## src/hdl/lstp_pkg.sv

```systemverilog
package lstp_pkg;

  // Framing bytes
  localparam logic [7:0] BYTE_STX = 8'h02;
  localparam logic [7:0] BYTE_ETX = 8'h03;
  localparam logic [7:0] BYTE_SEP = 8'h20;

  // Result kinds
  localparam logic [1:0] KIND_HEADER = 2'd0;
  localparam logic [1:0] KIND_DATA   = 2'd1;
  localparam logic [1:0] KIND_END    = 2'd2;

  // Channel content types
  localparam logic [2:0] TYPE_DIST1   = 3'd0;
  localparam logic [2:0] TYPE_DIST2   = 3'd1;
  localparam logic [2:0] TYPE_RSSI1   = 3'd2;
  localparam logic [2:0] TYPE_RSSI2   = 3'd3;
  localparam logic [2:0] TYPE_UNKNOWN = 3'd4;

  localparam int unsigned NAME_LEN = 5;
  localparam logic [16:0] ACC_CAP  = 17'd65536;

  // Register map
  localparam logic REG_HEADER_SKIP = 1'b0;
  localparam logic [5:0] HEADER_SKIP_RST = 6'd18;

  typedef enum logic [3:0] {
    PH_IDLE, PH_HEADER, PH_ENC_COUNT, PH_ENC_POS, PH_ENC_SPEED, PH_CH_COUNT,
    PH_NAME, PH_CH_SKIP, PH_NCOUNT, PH_DATA, PH_DONE
  } phase_e;

  typedef struct packed {
    logic [1:0]  kind;
    logic [2:0]  channel_type;
    logic        eight_bit_group;
    logic [10:0] point_index;
    logic [15:0] value;
    logic        last;
  } res_t;

  // One result slot out of the parser
  typedef struct packed {
    logic vld;
    res_t res;
  } slot_t;

  // Parser status seen by the top level
  typedef struct packed {
    logic   in_frame;
    phase_e phase;
  } stat_t;

  // Character k of content name at position pos
  function automatic logic [7:0] name_char(input logic [1:0] k, input logic [2:0] pos);
    logic [7:0] c;
    unique case (pos)
      3'd0:    c = k[1] ? "R" : "D";
      3'd1:    c = k[1] ? "S" : "I";
      3'd2:    c = "S";
      3'd3:    c = k[1] ? "I" : "T";
      3'd4:    c = k[0] ? "2" : "1";
      default: c = 8'h00;
    endcase
    return c;
  endfunction

endpackage

```

## src/hdl/lstp_if.sv

```systemverilog
// Byte request channel
interface lstp_byte_if;
  logic       valid;
  logic       ready;
  logic [7:0] byte_in;

  modport source (output valid, output byte_in, input ready);
  modport sink   (input valid, input byte_in, output ready);
endinterface

// Parsed result channel
interface lstp_res_if;
  logic        valid;
  logic        ready;
  logic [1:0]  kind;
  logic [2:0]  channel_type;
  logic        eight_bit_group;
  logic [10:0] point_index;
  logic [15:0] value;
  logic        last;

  modport source (output valid, output kind, output channel_type, output eight_bit_group,
                  output point_index, output value, output last, input ready);
  modport sink   (input valid, input kind, input channel_type, input eight_bit_group,
                  input point_index, input value, input last, output ready);
endinterface

```

## src/hdl/lstp_parse.sv

```systemverilog
// Telegram parser state and per-byte step logic.
module lstp_parse #(
  parameter int unsigned MAX_POINTS = 2048,
  parameter int unsigned MAX_COUNT  = 255
) (
  input  logic            clk_i,
  input  logic            rst_ni,
  input  logic            step_i,
  input  logic [7:0]      byte_i,
  input  logic [5:0]      header_skip_i,
  output lstp_pkg::slot_t tok_o,
  output lstp_pkg::slot_t end_o,
  output lstp_pkg::stat_t stat_o
);
  import lstp_pkg::*;

  localparam int unsigned DW = $clog2(MAX_POINTS + 1);
  localparam logic [16:0] PTS_CAP = 17'(MAX_POINTS);
  localparam logic [16:0] CNT_CAP = 17'(MAX_COUNT);

  logic          in_frame_q, in_frame_d;
  phase_e        phase_q, phase_d;
  logic          tok_act_q, tok_act_d;
  logic [7:0]    skip_q, skip_d;
  logic [7:0]    chans_q, chans_d;
  logic          grp8_q, grp8_d;
  logic [2:0]    ctype_q, ctype_d;
  logic [2:0]    npos_q, npos_d;
  logic [3:0]    nlive_q, nlive_d;
  logic [DW-1:0] dleft_q, dleft_d;
  logic [10:0]   didx_q, didx_d;
  logic [16:0]   acc_q, acc_d;

  // Step logic: finish token, take character, or framing
  always_comb begin
    logic [4:0]  dig;
    logic        dig_ok;
    logic [20:0] acc_w;
    logic [16:0] cnt_v;
    logic [16:0] pts_v;
    in_frame_d = in_frame_q;
    phase_d    = phase_q;
    tok_act_d  = tok_act_q;
    skip_d     = skip_q;
    chans_d    = chans_q;
    grp8_d     = grp8_q;
    ctype_d    = ctype_q;
    npos_d     = npos_q;
    nlive_d    = nlive_q;
    dleft_d    = dleft_q;
    didx_d     = didx_q;
    acc_d      = acc_q;
    tok_o      = '0;
    end_o      = '0;
    dig        = '0;
    dig_ok     = 1'b0;
    acc_w      = '0;
    cnt_v      = (acc_q > CNT_CAP) ? CNT_CAP : acc_q;
    pts_v      = (acc_q > PTS_CAP) ? PTS_CAP : acc_q;

    if (step_i) begin
      priority if (byte_i == BYTE_STX) begin
        in_frame_d = 1'b1;
        tok_act_d  = 1'b0;
        skip_d     = {2'b00, header_skip_i};
        phase_d    = (header_skip_i != '0) ? PH_HEADER : PH_ENC_COUNT;
        chans_d    = '0;
        grp8_d     = 1'b0;
        ctype_d    = TYPE_UNKNOWN;
        npos_d     = '0;
        nlive_d    = 4'hF;
        dleft_d    = '0;
        didx_d     = '0;
        acc_d      = '0;
      end else if (!in_frame_q) begin
        // bytes outside a frame are dropped
      end else if (byte_i == BYTE_SEP || byte_i == BYTE_ETX) begin
        // close the running token
        if (tok_act_q) begin
          unique case (phase_q)
            PH_HEADER: begin
              if (skip_q != '0) skip_d = skip_q - 8'd1;
              if (skip_q <= 8'd1) phase_d = PH_ENC_COUNT;
            end
            PH_ENC_COUNT: begin
              skip_d  = cnt_v[7:0];
              phase_d = (cnt_v != '0) ? PH_ENC_POS : PH_CH_COUNT;
            end
            PH_ENC_POS: phase_d = PH_ENC_SPEED;
            PH_ENC_SPEED: begin
              if (skip_q != '0) skip_d = skip_q - 8'd1;
              phase_d = (skip_q > 8'd1) ? PH_ENC_POS : PH_CH_COUNT;
            end
            PH_CH_COUNT: begin
              chans_d = cnt_v[7:0];
              if (cnt_v == '0) begin
                grp8_d  = 1'b1;
                phase_d = grp8_q ? PH_DONE : PH_CH_COUNT;
              end else begin
                phase_d = PH_NAME;
              end
            end
            PH_NAME: begin
              ctype_d = TYPE_UNKNOWN;
              if (npos_q == 3'(NAME_LEN)) begin
                unique case (nlive_q)
                  4'b0001: ctype_d = TYPE_DIST1;
                  4'b0010: ctype_d = TYPE_DIST2;
                  4'b0100: ctype_d = TYPE_RSSI1;
                  4'b1000: ctype_d = TYPE_RSSI2;
                  default: ctype_d = TYPE_UNKNOWN;
                endcase
              end
              skip_d  = 8'd4;
              phase_d = PH_CH_SKIP;
            end
            PH_CH_SKIP: begin
              if (skip_q != '0) skip_d = skip_q - 8'd1;
              if (skip_q <= 8'd1) phase_d = PH_NCOUNT;
            end
            PH_NCOUNT: begin
              dleft_d   = pts_v[DW-1:0];
              didx_d    = '0;
              tok_o.vld = 1'b1;
              tok_o.res = '{kind: KIND_HEADER, channel_type: ctype_q,
                            eight_bit_group: grp8_q, point_index: 11'd0,
                            value: pts_v[16] ? 16'hFFFF : pts_v[15:0],
                            last: (pts_v == '0)};
              if (pts_v == '0) begin
                // empty channel: move on
                if (chans_q != '0) chans_d = chans_q - 8'd1;
                if (chans_q <= 8'd1) begin
                  grp8_d  = 1'b1;
                  phase_d = grp8_q ? PH_DONE : PH_CH_COUNT;
                end else begin
                  phase_d = PH_NAME;
                end
              end else begin
                phase_d = PH_DATA;
              end
            end
            PH_DATA: begin
              tok_o.vld = 1'b1;
              tok_o.res = '{kind: KIND_DATA, channel_type: ctype_q,
                            eight_bit_group: grp8_q, point_index: didx_q,
                            value: acc_q[16] ? 16'hFFFF : acc_q[15:0],
                            last: (dleft_q == DW'(1))};
              didx_d = didx_q + 11'd1;
              if (dleft_q != '0) dleft_d = dleft_q - DW'(1);
              if (dleft_q <= DW'(1)) begin
                if (chans_q != '0) chans_d = chans_q - 8'd1;
                if (chans_q <= 8'd1) begin
                  grp8_d  = 1'b1;
                  phase_d = grp8_q ? PH_DONE : PH_CH_COUNT;
                end else begin
                  phase_d = PH_NAME;
                end
              end
            end
            default: ;
          endcase
          tok_act_d = 1'b0;
          acc_d     = '0;
          npos_d    = '0;
          nlive_d   = 4'hF;
        end
        // frame end follows any closed token
        if (byte_i == BYTE_ETX) begin
          end_o.vld  = 1'b1;
          end_o.res  = '{kind: KIND_END, channel_type: TYPE_UNKNOWN, eight_bit_group: 1'b0,
                         point_index: 11'd0, value: 16'd0, last: 1'b1};
          in_frame_d = 1'b0;
          phase_d    = PH_IDLE;
          tok_act_d  = 1'b0;
          acc_d      = '0;
          npos_d     = '0;
          nlive_d    = 4'hF;
        end
      end else begin
        // token character
        tok_act_d = 1'b1;
        if (phase_q == PH_NAME) begin
          if (npos_q < 3'(NAME_LEN)) begin
            for (int k = 0; k < 4; k++) begin
              if (name_char(2'(k), npos_q) != byte_i) nlive_d[k] = 1'b0;
            end
            npos_d = npos_q + 3'd1;
          end else begin
            nlive_d = '0;
          end
        end else begin
          if (byte_i >= "0" && byte_i <= "9") begin
            dig    = 5'(byte_i - "0");
            dig_ok = 1'b1;
          end else if (phase_q == PH_NCOUNT || phase_q == PH_DATA) begin
            if (byte_i >= "A" && byte_i <= "F") begin
              dig    = 5'(byte_i - "A" + 8'd10);
              dig_ok = 1'b1;
            end else if (byte_i >= "a" && byte_i <= "f") begin
              dig    = 5'(byte_i - "a" + 8'd10);
              dig_ok = 1'b1;
            end
          end
          if (dig_ok) begin
            if (phase_q == PH_ENC_COUNT || phase_q == PH_CH_COUNT) begin
              acc_w = 21'(acc_q) * 21'd10 + 21'(dig);
              acc_d = (acc_w > 21'(ACC_CAP)) ? ACC_CAP : acc_w[16:0];
            end else if (phase_q == PH_NCOUNT || phase_q == PH_DATA) begin
              acc_w = {acc_q, 4'h0} + 21'(dig);
              acc_d = (acc_w > 21'(ACC_CAP)) ? ACC_CAP : acc_w[16:0];
            end
          end
        end
      end
    end
  end

  // Control state
  always_ff @(posedge clk_i or negedge rst_ni) begin
    if (!rst_ni) begin
      in_frame_q <= 1'b0;
      phase_q    <= PH_IDLE;
      tok_act_q  <= 1'b0;
      skip_q     <= '0;
      chans_q    <= '0;
      grp8_q     <= 1'b0;
      ctype_q    <= TYPE_UNKNOWN;
      npos_q     <= '0;
      nlive_q    <= 4'hF;
      dleft_q    <= '0;
      didx_q     <= '0;
      acc_q      <= '0;
    end else begin
      in_frame_q <= in_frame_d;
      phase_q    <= phase_d;
      tok_act_q  <= tok_act_d;
      skip_q     <= skip_d;
      chans_q    <= chans_d;
      grp8_q     <= grp8_d;
      ctype_q    <= ctype_d;
      npos_q     <= npos_d;
      nlive_q    <= nlive_d;
      dleft_q    <= dleft_d;
      didx_q     <= didx_d;
      acc_q      <= acc_d;
    end
  end

  assign stat_o = '{in_frame: in_frame_q, phase: phase_q};

endmodule

```

## src/hdl/lidar_scan_telegram_parser_top.sv

```systemverilog
// Channel    | Dir | Payload                                          | Notes
// in_if      | in  | byte_in[7:0]                                     | one telegram byte
// out_if     | out | kind, channel_type, eight_bit_group,            | header, value or
//            |     | point_index[10:0], value[15:0], last             | frame end
// APB        | in  | header_skip at byte address 0                    | pready tied high
//
// One byte per cycle sustained while the result queue has room; a byte is parsed
// while it sits in the input register and its results enter a 4-entry result
// queue at the next edge, from which they are offered.
// A byte may yield up to two results (token close plus frame end), so the
// input register drains only while the queue has two free entries.
// Reset puts the parser outside any frame with header_skip at 18.
module lidar_scan_telegram_parser_top #(
  parameter int unsigned MAX_POINTS = 2048,
  parameter int unsigned MAX_COUNT  = 255
) (
  input  logic        clk_i,
  input  logic        rst_ni,
  lstp_byte_if.sink   in_if,
  lstp_res_if.source  out_if,
  input  logic        psel,
  input  logic        penable,
  input  logic        pwrite,
  input  logic [2:0]  paddr,
  input  logic [31:0] pwdata,
  output logic [31:0] prdata,
  output logic        pready
);
  import lstp_pkg::*;

  localparam int unsigned DEPTH = 4;
  localparam int unsigned PW    = $clog2(DEPTH);
  localparam int unsigned CW    = $clog2(DEPTH + 1);

  logic [5:0]    hskip_q;
  logic [7:0]    byte_q;
  logic          bvld_q;
  logic          step;
  slot_t         tok, fend;
  stat_t         stat;
  res_t          fifo_q [DEPTH];
  logic [PW-1:0] wr_q, rd_q;
  logic [CW-1:0] cnt_q;
  logic          pop;
  logic [1:0]    npush;

  // Configuration register
  assign pready = 1'b1;
  always_ff @(posedge clk_i or negedge rst_ni) begin
    if (!rst_ni) begin
      hskip_q <= HEADER_SKIP_RST;
    end else if (psel && penable && pwrite && paddr[2] == REG_HEADER_SKIP) begin
      hskip_q <= pwdata[5:0];
    end
  end
  assign prdata = (paddr[2] == REG_HEADER_SKIP) ? {26'd0, hskip_q} : 32'd0;

  // Input register
  assign step        = bvld_q && (cnt_q <= CW'(DEPTH - 2));
  assign in_if.ready = !bvld_q || step;
  always_ff @(posedge clk_i or negedge rst_ni) begin
    if (!rst_ni) begin
      bvld_q <= 1'b0;
    end else if (in_if.valid && in_if.ready) begin
      bvld_q <= 1'b1;
    end else if (step) begin
      bvld_q <= 1'b0;
    end
  end
  always_ff @(posedge clk_i) begin
    if (in_if.valid && in_if.ready) byte_q <= in_if.byte_in;
  end

  lstp_parse #(
    .MAX_POINTS(MAX_POINTS),
    .MAX_COUNT (MAX_COUNT)
  ) u_parse (
    .clk_i        (clk_i),
    .rst_ni       (rst_ni),
    .step_i       (step),
    .byte_i       (byte_q),
    .header_skip_i(hskip_q),
    .tok_o        (tok),
    .end_o        (fend),
    .stat_o       (stat)
  );

  // Result queue: token result first, frame end after it
  assign pop   = out_if.valid && out_if.ready;
  assign npush = 2'(tok.vld) + 2'(fend.vld);
  always_ff @(posedge clk_i) begin
    if (tok.vld) fifo_q[wr_q] <= tok.res;
    if (fend.vld) fifo_q[wr_q + PW'(tok.vld)] <= fend.res;
  end
  always_ff @(posedge clk_i or negedge rst_ni) begin
    if (!rst_ni) begin
      wr_q  <= '0;
      rd_q  <= '0;
      cnt_q <= '0;
    end else begin
      wr_q  <= wr_q + PW'(npush);
      rd_q  <= rd_q + PW'(pop);
      cnt_q <= cnt_q + CW'(npush) - CW'(pop);
    end
  end

  assign out_if.valid           = (cnt_q != '0);
  assign out_if.kind            = fifo_q[rd_q].kind;
  assign out_if.channel_type    = fifo_q[rd_q].channel_type;
  assign out_if.eight_bit_group = fifo_q[rd_q].eight_bit_group;
  assign out_if.point_index     = fifo_q[rd_q].point_index;
  assign out_if.value           = fifo_q[rd_q].value;
  assign out_if.last            = fifo_q[rd_q].last;

  // Checks
  a_cnt_bound : assert property (@(posedge clk_i) disable iff (!rst_ni)
    cnt_q <= CW'(DEPTH))
    else $error("result queue overflow");

  a_push_room : assert property (@(posedge clk_i) disable iff (!rst_ni)
    (tok.vld || fend.vld) |-> cnt_q <= CW'(DEPTH - 2))
    else $error("results pushed without room");

  a_end_leaves : assert property (@(posedge clk_i) disable iff (!rst_ni)
    fend.vld |=> !stat.in_frame && stat.phase == PH_IDLE)
    else $error("frame end did not leave the frame");

endmodule

```

## src/flat_wrapper.sv

```systemverilog
// flat-port wrapper written by rule: the top's interface ports become plain ports
module lidar_scan_telegram_parser_top_flat import lstp_pkg::*;
#(
  parameter int unsigned MAX_POINTS = 2048,
  parameter int unsigned MAX_COUNT  = 255
)
  (clk_i, rst_ni, psel, penable, pwrite, paddr, pwdata, prdata, pready, in_if_valid, in_if_byte_in, in_if_ready, out_if_valid, out_if_kind, out_if_channel_type, out_if_eight_bit_group, out_if_point_index, out_if_value, out_if_last, out_if_ready);
  lstp_byte_if in_if_i ();
  lstp_res_if out_if_i ();
  input  logic clk_i;
  input  logic rst_ni;
  input  logic psel;
  input  logic penable;
  input  logic pwrite;
  input  logic [2:0] paddr;
  input  logic [31:0] pwdata;
  output logic [31:0] prdata;
  output logic pready;
  input wire logic [$bits(in_if_i.valid)-1:0] in_if_valid;
  input wire logic [$bits(in_if_i.byte_in)-1:0] in_if_byte_in;
  output wire logic [$bits(in_if_i.ready)-1:0] in_if_ready;
  output wire logic [$bits(out_if_i.valid)-1:0] out_if_valid;
  output wire logic [$bits(out_if_i.kind)-1:0] out_if_kind;
  output wire logic [$bits(out_if_i.channel_type)-1:0] out_if_channel_type;
  output wire logic [$bits(out_if_i.eight_bit_group)-1:0] out_if_eight_bit_group;
  output wire logic [$bits(out_if_i.point_index)-1:0] out_if_point_index;
  output wire logic [$bits(out_if_i.value)-1:0] out_if_value;
  output wire logic [$bits(out_if_i.last)-1:0] out_if_last;
  input wire logic [$bits(out_if_i.ready)-1:0] out_if_ready;
  assign in_if_i.valid = in_if_valid;
  assign in_if_i.byte_in = in_if_byte_in;
  assign in_if_ready = in_if_i.ready;
  assign out_if_valid = out_if_i.valid;
  assign out_if_kind = out_if_i.kind;
  assign out_if_channel_type = out_if_i.channel_type;
  assign out_if_eight_bit_group = out_if_i.eight_bit_group;
  assign out_if_point_index = out_if_i.point_index;
  assign out_if_value = out_if_i.value;
  assign out_if_last = out_if_i.last;
  assign out_if_i.ready = out_if_ready;
  lidar_scan_telegram_parser_top #(.MAX_POINTS(MAX_POINTS), .MAX_COUNT(MAX_COUNT)) u_core (.clk_i(clk_i), .rst_ni(rst_ni), .in_if(in_if_i), .out_if(out_if_i), .psel(psel), .penable(penable), .pwrite(pwrite), .paddr(paddr), .pwdata(pwdata), .prdata(prdata), .pready(pready));
endmodule
```

## config.mk

```make
export PLATFORM = sky130hd
export DESIGN_NAME = lidar_scan_telegram_parser_top_flat
export DESIGN_NICKNAME = d
export VERILOG_FILES = /design/src/hdl/lstp_pkg.sv /design/src/hdl/lstp_if.sv /design/src/hdl/lstp_parse.sv /design/src/hdl/lidar_scan_telegram_parser_top.sv /design/src/flat_wrapper.sv
export SDC_FILE = /design/constraint.sdc
export NUM_CORES = 1
export LEC_CHECK = 0
export CAP_MARGIN = 5
export CORE_MARGIN = 5
export CORE_UTILIZATION = 48
export DETAILED_ROUTE_END_ITERATION = 16
export DONT_BUFFER_PORTS = 1
export PLACE_DENSITY_LB_ADDON = 0.25
export SYNTH_ARGS = -nofsm -noshare
export SYNTH_HDL_FRONTEND = slang
export SYNTH_SLANG_ARGS = --single-unit
```

## constraint.sdc

```tcl
create_clock -name clk_i -period 5.8 [get_ports clk_i]
set_clock_uncertainty 0.1 [all_clocks]
set_input_delay 1.74 -clock clk_i [delete_from_list [all_inputs] [get_ports clk_i]]
set_output_delay 1.74 -clock clk_i [all_outputs]
set_load 0.1 [all_outputs]
```

==> qor.txt, run 1 <==
Clk_lat worst skew - 0.54 ns
Final Net Count - 1,748
Clock transition at path regs - 0.06 ns
Final Critical Period - 5.21 ns
Max-cap violations - 0
Top_reg_cell synth - dfxtp_1
Unrepaired setup endpoints after global routing - no
Maximum VDD drop - 0.266 mV
Status - completed
Hold crit path type - register to register
Most common library cells after synthesis - nand2_1, o21ai_0, nor2_1
Vias in the first global route - 11,400
Total number of vias - 12,000
Antenna diodes - 0
Top Ports - 119
CP cell instances - or2_2 > nor2_1 > nand3_1 > a31oi_2 > a22oi_1 > inv_1 > ha_1 > inv_1 > fa_1 > nor2b_1 > o21ai_0 > nand2b_1 > nand4_1 > nand2b_1 > or4_2 > o211a_1 > o31ai_1 > a21oi_4 > o31ai_1
Post-DRT Antenna Nets - 0
Final HPWL DP - 25.4 mm
Critical Path RT - 6.13 ns
Synth area leaders - dfxtp_1, dfrtp_1, o21ai_0, nand2_1, mux4_2
HP Start - u_core.fifo_q[2][15]$_SDFFE_PP0P_
First drt pass iteration count - 5
TritonCTS buffer count - 26
Slowest stage cell, crit path - or4_2
First-pass GRT wire length - 59.0 mm
Share of the synthesized area in the top cell type - 17.7%
Die ar. - 0.0327 mm²
Netlist cell types - 85
Worst Setup Slack, final - 0.594 ns
EDFF count, synth - 20
Port bufs - 0
Least-Margin Pin Slew - 1.17 ns
H-Tree Depth - 1
CTS tree - done
Post-CTS Setup Repair Bufs - 0
DRC viols - 0
Die Span X - 181 µm
LEAKAGE - 5.99 nW
Via density - 5.87
Wire per inst - 17.8 µm
# rows - 62
Area delta synth->final - 8.59%
Die height - 181 µm
Crit path max fanout - 16
Worst path buffer plus inverter count - 2
Async set-reset flop share out of synthesis - 37.7%
Initial antenna violation count - 0
Routability cong. - 0.911
Initial drt markers - 916
Routed wire length - 36.2 mm
Clock sink total - 231
Data arrival, critical path - 5.54 ns
Core Region - 0.0288 mm²
Largest net degree at the start of global routing - 88
WS Path Type - register to register
Syn avg cell area - 8.43 µm²
Slew headroom - 21.8%
Dominant cell type by area after synthesis - dfxtp_1
Total grt overflow - 0
Endpoints failing setup - 0
Filler Cells Inserted - 2,631
Yosys reg bits - 231
Syn Inst Count - 1,660
Hold Fails Final Rpt - 0
Nature of the critical path endpoint - register
Setup crit start kind - register
Total GRT Usage - 21.3%
Clock root cell - clkbuf_16
Layout cell share with drive strength beyond 1 - 10.9%
Crit-path leading delay family - simple AND/OR/NAND/NOR gates
Most frequent cell after synthesis - nand2_1
Syn. warnings - 0
Peak Freq - 192 MHz
WHS - 0.350 ns
CP peak stage delay - 0.61 ns
CP Launch Point - u_core.u_parse.phase_q[1]$_DFFE_PN0P_
Worst reg2reg path startpoint - u_core.u_parse.phase_q[1]$_DFFE_PN0P_
Clk buf depth - 3
CTS Hold Buffers Added - 0
Pins over their slew limit - 0
Setup slack after placement - 0.401 ns
Tcrit/Tclk final - 89.8%
Setup TNS - 0 ns
Part of the Yosys area used for sequential elements - 37.6%
Initial core utilization - 48.6%
Power Density - 269 mW/mm²
Synth Cell Area - 0.0140 mm²
power breakdown:
| part | switching, mW | internal (mW) |
|---|---|---|
| registers | 0.146 | 1.67 |
| clock network | 0.663 | 0.954 |
| logic | 0.428 | 0.216 |
state kept, by name, summed over array words and instances, names as in the netlist:
signal and cells:
u_core.fifo_q 136, u_core.u_parse.acc_q 17, u_core.u_parse.dleft_q 12, u_core.u_parse.didx_q 11, u_core.byte_q 8, u_core.u_parse.chans_q 8
u_core.u_parse.skip_q 8, u_core.hskip_q 6, u_core.u_parse.nlive_q 4, u_core.u_parse.phase_q 4, u_core.cnt_q 3, u_core.u_parse.ctype_q 3
u_core.u_parse.npos_q 3, u_core.rd_q 2, u_core.wr_q 2, u_core.bvld_q 1, u_core.u_parse.grp8_q 1, u_core.u_parse.in_frame_q 1
u_core.u_parse.tok_act_q 1
placed cells by master, fill, tap and decap left out, types with 7 or more instances in the layout:
cell type  count
ha_1          61
a21o_1        10
nand4_1       12
o31ai_1       10
o21ai_2       10
a21oi_1       94
o21a_1         7
nand2b_1      17
mux4_2        34
nor4_1        21
inv_1         53
nand2_1      250
clkbuf_1       9
a211oi_1       8
buf_4         40
o22ai_1        7
xnor2_1       36
dfxtp_1      124
xor2_1        25
mux2_2        11
o21ai_0      196
a31oi_1       16
nand3_1       32
clkbuf_16     27
nor2b_1        8
nand3b_1      13
dfstp_2        7
a22oi_1        8
o211ai_1      17
or3_1         12
conb_1        27
mux2i_1        7
dfrtp_1       78
nor3_1        39
a22o_1        11
and2_1        10
or2_2          7
edfxtp_1      20
nor2_1       161
routing by layer:
layer / GRT usage (%) / vias up / part of all wire [%]
li1: - / 5824 / -
met1: 28.4 / 5752 / 44
met2: 36.3 / 323 / 48
met3: 3.50 / 61 / 6.2
met4: 5.54 / 0 / 2.5
met5: 0 / - / 0
repair_timing:
item | in CTS | in global routing
gates resized for setup | 0 | 2
endpoints found under the hold margin | 0 | 0
endpoints found under the setup margin | 0 | 6
tightest hold or removal path: stages, from the launching register on:
cell	delay (ns)
dfxtp_1	0.32
nand2_1	0.04
o21ai_0	0.06
logic make-up (layout without fill, tap and decap cells):
group                      Yosys count  count (layout)  synth area share [%]
buffers and inverters              174             143                  5.57
and+or+nand+nor                    627             627                  20.7
adders and majority gates           64              64                  5.88
other                                2              27                0.0537
xor gates and xnor gates            61              61                  3.82
muxes                               52              52                  6.86
DFF                                231             231                  37.6
AOI/OAI and AO/OA                  449             449                  19.5
worst paths after layout:
kind                                                    endpoint  slack, ns  cells after the start
setup reg to reg            u_core.u_parse.acc_q[13]$_DFFE_PN0P_       0.59                     19
max in group asynchronous  u_core.u_parse.ctype_q[2]$_DFFE_PN1P_       4.61                      0
hold reg to reg                u_core.fifo_q[2][15]$_SDFFE_PP0P_       0.35                      2
hold / removal                 u_core.fifo_q[2][15]$_SDFFE_PP0P_       0.35                      2
min in group asynchronous   u_core.u_parse.npos_q[1]$_DFFE_PN0P_       0.79                      0
setup / recovery            u_core.u_parse.acc_q[13]$_DFFE_PN0P_       0.59                     19
layout make-up:
| cell class | instances | area (µm²) | area share, % |
|---|---|---|---|
| multi-input cells | 1280 | 8090 | 53.3 |
| flip-flops and latches | 231 | 5270 | 34.7 |
| clock buffers | 40 | 764 | 5.03 |
| well taps | 384 | 480 | 3.16 |
| repair buffers | 41 | 305 | 2.01 |
| inverters | 54 | 203 | 1.33 |
| clock inverters | 8 | 80.1 | 0.527 |
through the flow:
step / instances / util [%] / area, µm² / total power [mW]
floorplan: 1685 / - / 14100 / 2.40
global placement: 1989 / 49.8 / 14300 / 2.49
detailed placement: 1989 / 49.8 / 14300 / 2.50
CTS: 2037 / 52.7 / 15200 / 4.11
global route: 2038 / 52.8 / 15200 / 4.23
finish: 2038 / 52.8 / 15200 / 4.08
No activity file was read; power rests on OpenSTA's default activity.
==> inputs of run 2 (changes only) <==
Settings changed: ABC_AREA set to 1, TNS_END_PERCENT set to 5.
==> qor.txt, run 2 <==
Part of the Yosys area used for sequential elements - 36.3%
Data arrival, critical path - 2.98 ns
Clk_lat worst skew - 0.55 ns
Util after Layout - 53.5%
Largest net degree at the start of global routing - 88
Worst hold stages - 1
Routed wire length - 41.8 mm
Netlist cell types - 62
Port bufs - 0
Async set-reset flop share out of synthesis - 37.7%
Tcrit/Tclk final - 83.2%
Top Ports - 119
Unrepaired setup endpoints after global routing - no
Hold crit path type - register to register
Top_reg_cell synth - dfxtp_1
Initial antenna violation count - 0
Power Density - 377 mW/mm²
WS Path Type - register to primary output
Clock sink total - 231
Cells on worst reg2reg path - 23
TritonCTS buffer count - 26
Die height - 184 µm
Crit path max fanout - 34
Clock root cell - clkbuf_16
Critical Path RT - 3.96 ns
DRC viols - 0
Antenna diodes - 0
H-Tree Depth - 1
Max-cap violations - 0
Via density - 5.67
CTS tree - done
CP peak stage delay - 0.91 ns
Post-CTS Setup Repair Bufs - 0
Clk buf depth - 3
Post-Layout Cell Count - 2,460
Peak Freq - 207 MHz
Worst reg2reg path startpoint - u_core.byte_q[1]$_DFFE_PP_
Share of the synthesized area in the top cell type - 17.1%
# rows - 63
Top reg by flops - u_core.fifo_q
Status - completed
Reg2reg end - u_core.u_parse.acc_q[14]$_DFFE_PN0P_
CTS Hold Buffers Added - 0
Vias in the first global route - 13,400
Pins over their slew limit - 0
Hold Fails Final Rpt - 0
LEAKAGE - 7.08 nW
Layout cell share with drive strength beyond 1 - 9.71%
Setup crit start kind - register
Syn Inst Count - 2,076
Die ar. - 0.0338 mm²
Least-Margin Pin Slew - 1.21 ns
Setup TNS - 0 ns
Most frequent cells in the layout - nand2_1, o21ai_0, nor2_1, inv_1, nand3_1
Slowest stage cell, crit path - o22ai_2
Post-CTS sizing - 0
Syn avg cell area - 6.99 µm²
First-pass GRT wire length - 68.0 mm
Routability cong. - 0.919
Setup slack, reg-to-reg - 1.52 ns
Largest regs - u_core.fifo_q: 136 flops, u_core.u_parse.acc_q: 17 flops, u_core.u_parse.dleft_q: 12 flops
Syn. warnings - 0
Final HPWL DP - 29.1 mm
Total grt overflow - 0
WHS - 0.372 ns
Final Net Count - 2,165
Synth area leaders - dfxtp_1, dfrtp_1, nand2_1, o21ai_0, nand3_1
Most common library cells after synthesis - nand2_1, o21ai_0, nor2_1
CP cell instances - inv_1 > o21ai_0 > o22ai_2
Most common cell after layout, fill and taps aside - nand2_1
Total GRT Usage - 24.1%
First drt pass iteration count - 5
Total number of vias - 13,900
Die Span X - 184 µm
Most frequent cell after synthesis - nand2_1
EDFF count, synth - 20
Synth Cell Area - 0.0145 mm²
Hold EP - u_core.fifo_q[0][22]$_SDFFE_PP0P_
Clock transition at path regs - 0.06 ns
Yosys reg bits - 231
Largest register FFs - 136
Wire per inst - 17.0 µm
Nature of the critical path endpoint - primary output
Initial core utilization - 48.8%
Initial drt markers - 1,034
Cells after DPL - 2,413
Maximum VDD drop - 0.428 mV
Dominant cell type by area after synthesis - dfxtp_1
Core Region - 0.0297 mm²
Final Critical Period - 4.82 ns
Slew headroom - 19.5%
Area delta synth->final - 9.49%
HP Start - u_core.fifo_q[0][22]$_SDFFE_PP0P_
Post-DRT Antenna Nets - 0
Endpoints failing setup - 0
[run 2: logic make-up after synthesis]
logic type | after synthesis | synth area share (%)
xor+xnor | 34 | 2.05
other cells | 2 | 0.0517
fa+ha+maj | 64 | 5.67
compound gates | 477 | 17.8
simple gates | 939 | 28.5
flops | 231 | 36.3
buf+inv | 329 | 9.58
[run 2: worst max-delay path by stage]
stage,slack [ns],startpoint,end
final,0.98,u_core.rd_q[1]$_DFF_PN0_,out_if_value[15]
after floorplan,0.97,paddr[2],prdata[0]
after global placement,1.57,u_core.rd_q[1]$_DFF_PN0_,out_if_value[2]
after detailed placement,1.54,u_core.byte_q[0]$_DFFE_PP_,u_core.fifo_q[1][2]$_SDFFE_PP0P_
after global routing,0.81,u_core.rd_q[1]$_DFF_PN0_,out_if_value[15]
after CTS,0.95,u_core.rd_q[1]$_DFF_PN0_,out_if_value[9]
[run 2: where the power goes]
| group | total, mW | internal (mW) | switching (mW) |
|---|---|---|---|
| clock | 1.73 | 1.03 | 0.701 |
| combinational | 2.54 | 0.391 | 2.15 |
| sequential | 1.73 | 1.68 | 0.0515 |
[run 2: area by class of cell]
| type | instances | area, µm² |
|---|---|---|
| flip-flops and latches | 231 | 5270 |
| inverters | 223 | 837 |
| clock inverters | 13 | 158 |
| repair buffers | 28 | 223 |
| clock buffers | 34 | 741 |
| well taps | 390 | 488 |
| fillers | 2886 | 13800 |
| multi-input cells | 1541 | 8180 |
[run 2: worst max-delay path: cells and delay by family (launching register included)]
kind / cells / cell delay, ns
flops: 1 / 0.37
compound gates: 2 / 1.23
buf+inv: 1 / 0.81
[run 2: metrics by stage]
step	worst slack (ns)	cell area [µm²]	total power, mW
after CTS	0.945	15900	6.02
after detailed placement	1.54	15000	4.29
final	0.975	15900	6.00
after global routing	0.810	15900	6.21
after global placement	1.57	15000	4.27
after floorplan	0.967	14600	3.81
[run 2: metal layers]
layer	share of wire (%)	wire [µm]	vias up	GRT usage [%]
li1	-	-	6847	-
met1	44	18300	6651	31.4
met2	48	20100	366	41.7
met3	5.9	2460	72	3.94
met4	2.2	918	0	6.30
met5	0	0	-	0
==> inputs of run 3 (changes only) <==
Clock period 5.8 ns to 3.9 ns, I/O delays scaled along.
==> qor.txt, run 3 (synthesized netlist as in run 2, its figures left out) <==
CP Launch Point - u_core.byte_q[7]$_DFFE_PP_
Routability cong. - 0.915
Die height - 184 µm
Clock transition at path regs - 0.07 ns
Least-Margin Pin Slew - 0.898 ns
Setup slack, reg-to-reg - 0.24 ns
Via density - 5.65
Layout cell share with drive strength beyond 1 - 13.4%
Final Net Count - 2,228
Nature of the critical path endpoint - register
Setup crit start kind - register
Die Span X - 184 µm
Util after Layout - 56.9%
Hold crit path type - primary input to async pin
Antenna diodes - 0
Met2 Use GR - 40.3%
Total number of vias - 14,300
Peak Freq - 273 MHz
Largest register FFs - 136
Initial drt markers - 1,188
Clk_lat worst skew - 0.54 ns
Port bufs - 0
Total grt overflow - 0
Final Critical Period - 3.66 ns
Worst reg2reg path startpoint - u_core.byte_q[7]$_DFFE_PP_
Core Region - 0.0297 mm²
CTS Hold Buffers Added - 0
First drt pass iteration count - 6
First-pass GRT wire length - 68.2 mm
Hold Fails Final Rpt - 0
Top Ports - 119
TritonCTS buffer count - 26
LEAKAGE - 7.49 nW
Die ar. - 0.0338 mm²
Initial antenna violation count - 0
Slew headroom - 40.0%
Clk buf depth - 3
Met3 Use GR - 3.86%
Worst Setup Slack, final - 0.238 ns
Final HPWL DP - 28.8 mm
Tcrit/Tclk final - 93.9%
GRT busiest layer - met2
Most frequent cells in the layout - nand2_1, o21ai_0, nor2_1, inv_1, nand3_1
Setup TNS - 0 ns
Maximum VDD drop - 0.445 mV
Largest net degree at the start of global routing - 88
Setup slack after placement - 0.0768 ns
H-Tree Depth - 1
Vias in the first global route - 13,500
Top reg by flops - u_core.fifo_q
Largest regs - u_core.fifo_q: 136 flops, u_core.u_parse.acc_q: 17 flops, u_core.u_parse.dleft_q: 12 flops
Post-DRT Antenna Nets - 0
WS Path Type - register to register
Met1 Track Usage GR - 32.5%
Total GRT Usage - 24.1%
Area delta synth->final - 16.4%
Unrepaired setup endpoints after global routing - yes
Pins over their slew limit - 0
CTS tree - done
Routed wire length - 42.0 mm
Endpoints failing setup - 0
Wire per inst - 16.6 µm
Status - completed
Reg2reg end - u_core.u_parse.acc_q[4]$_DFFE_PN0P_
Clock sink total - 231
Max-cap violations - 0
Critical Path RT - 4.22 ns
Clock root cell - clkbuf_16
# rows - 63
DRC viols - 0
Worst setup path endpoint - u_core.u_parse.acc_q[4]$_DFFE_PN0P_
Power Density - 584 mW/mm²
Cells on worst reg2reg path - 21
Filler Cells Inserted - 2,781
Data arrival, critical path - 3.98 ns
Initial core utilization - 48.8%
Crit path max fanout - 8
Most common cell after layout, fill and taps aside - nand2_1
-- run 3: changes by cell type in the layout (fill, tap and decap cells not counted), sizes merged --
cell	change
clkinv	-3
nand2	+1
bufinv	-2
inv	+2
buf	+62
clkbuf	+4
-- run 3: timing repair --
item | in CTS | in global routing
gates resized for setup | 0 | 33
setup endpoints to repair | 0 | 55
setup buffers | 0 | 7
hold endpoints to repair | 0 | 0
-- run 3: worst min path at each step --
stage,start,endpoint,slack (ns),depth (start not counted)
after floorplan,u_core.fifo_q[0][12]$_SDFFE_PP0P_,u_core.fifo_q[0][12]$_SDFFE_PP0P_,0.34,1
after global placement,u_core.fifo_q[0][17]$_SDFFE_PP0P_,u_core.fifo_q[0][17]$_SDFFE_PP0P_,0.35,1
after detailed placement,u_core.fifo_q[0][21]$_SDFFE_PP0P_,u_core.fifo_q[0][21]$_SDFFE_PP0P_,0.36,1
after CTS,rst_ni,u_core.hskip_q[5]$_DFFE_PN0P_,0.20,0
after global routing,rst_ni,u_core.hskip_q[5]$_DFFE_PN0P_,0.20,0
final,rst_ni,u_core.hskip_q[5]$_DFFE_PN0P_,0.22,0
-- run 3: power by group --
group / internal [mW] / leakage [nW] / switching (mW)
Clock: 1.42 / 0.417 / 1.02
Combinational: 1.50 / 4.73 / 3.37
Sequential: 2.49 / 2.34 / 0.0694
Total: 5.41 / 7.49 / 4.46
-- run 3: through the flow --
step	power (mW)	cells	hold WS [ns]	instance area (µm²)
2_1_floorplan	5.67	2101	0.341	14600
3_3_place_gp	7.43	2468	0.349	15800
3_5_place_dp	7.46	2468	0.356	15800
4_1_cts	9.89	2516	0.201	16700
5_1_grt	10.2	2524	0.198	16900
6_report	9.87	2524	0.221	16900
-- run 3: layout make-up --
class                           instances  area (µm²)  share of cell area, %
Sequential cell                       231        5270                   31.2
Clock inverter                         10        86.3                  0.511
Tap cell                              390         488                   2.89
Timing Repair Buffer                   90        1140                   6.76
Multi-Input combinational cell       1542        8310                   49.2
Clock buffer                           38         757                   4.48
Inverter                              223         841                   4.98
-- run 3: worst max-delay path, cell delays in order (launching register included) --
cell and delay [ns]:
edfxtp_1 0.43, nor2_1 0.18, nand3_1 0.13, o21bai_2 0.27, o22ai_2 0.19, ha_2 0.20, inv_1 0.05, fa_2 0.36
nor2_2 0.11, nor2_1 0.06, nor2_2 0.16, nand3_2 0.10, nor2_2 0.11, nand4_1 0.19, o21ai_0 0.22, nand2_1 0.09
nand3_1 0.09, nand2_1 0.11, nand3_4 0.15, nand2_8 0.09, nand2_1 0.09, nand2_1 0.05
-- run 3: routing by layer --
| metal | vias up | share of wire, % |
|---|---|---|
| li1 | 6983 | - |
| met1 | 6714 | 44 |
| met2 | 489 | 47 |
| met3 | 77 | 6.8 |
| met4 | 0 | 2.0 |
| met5 | - | 0 |
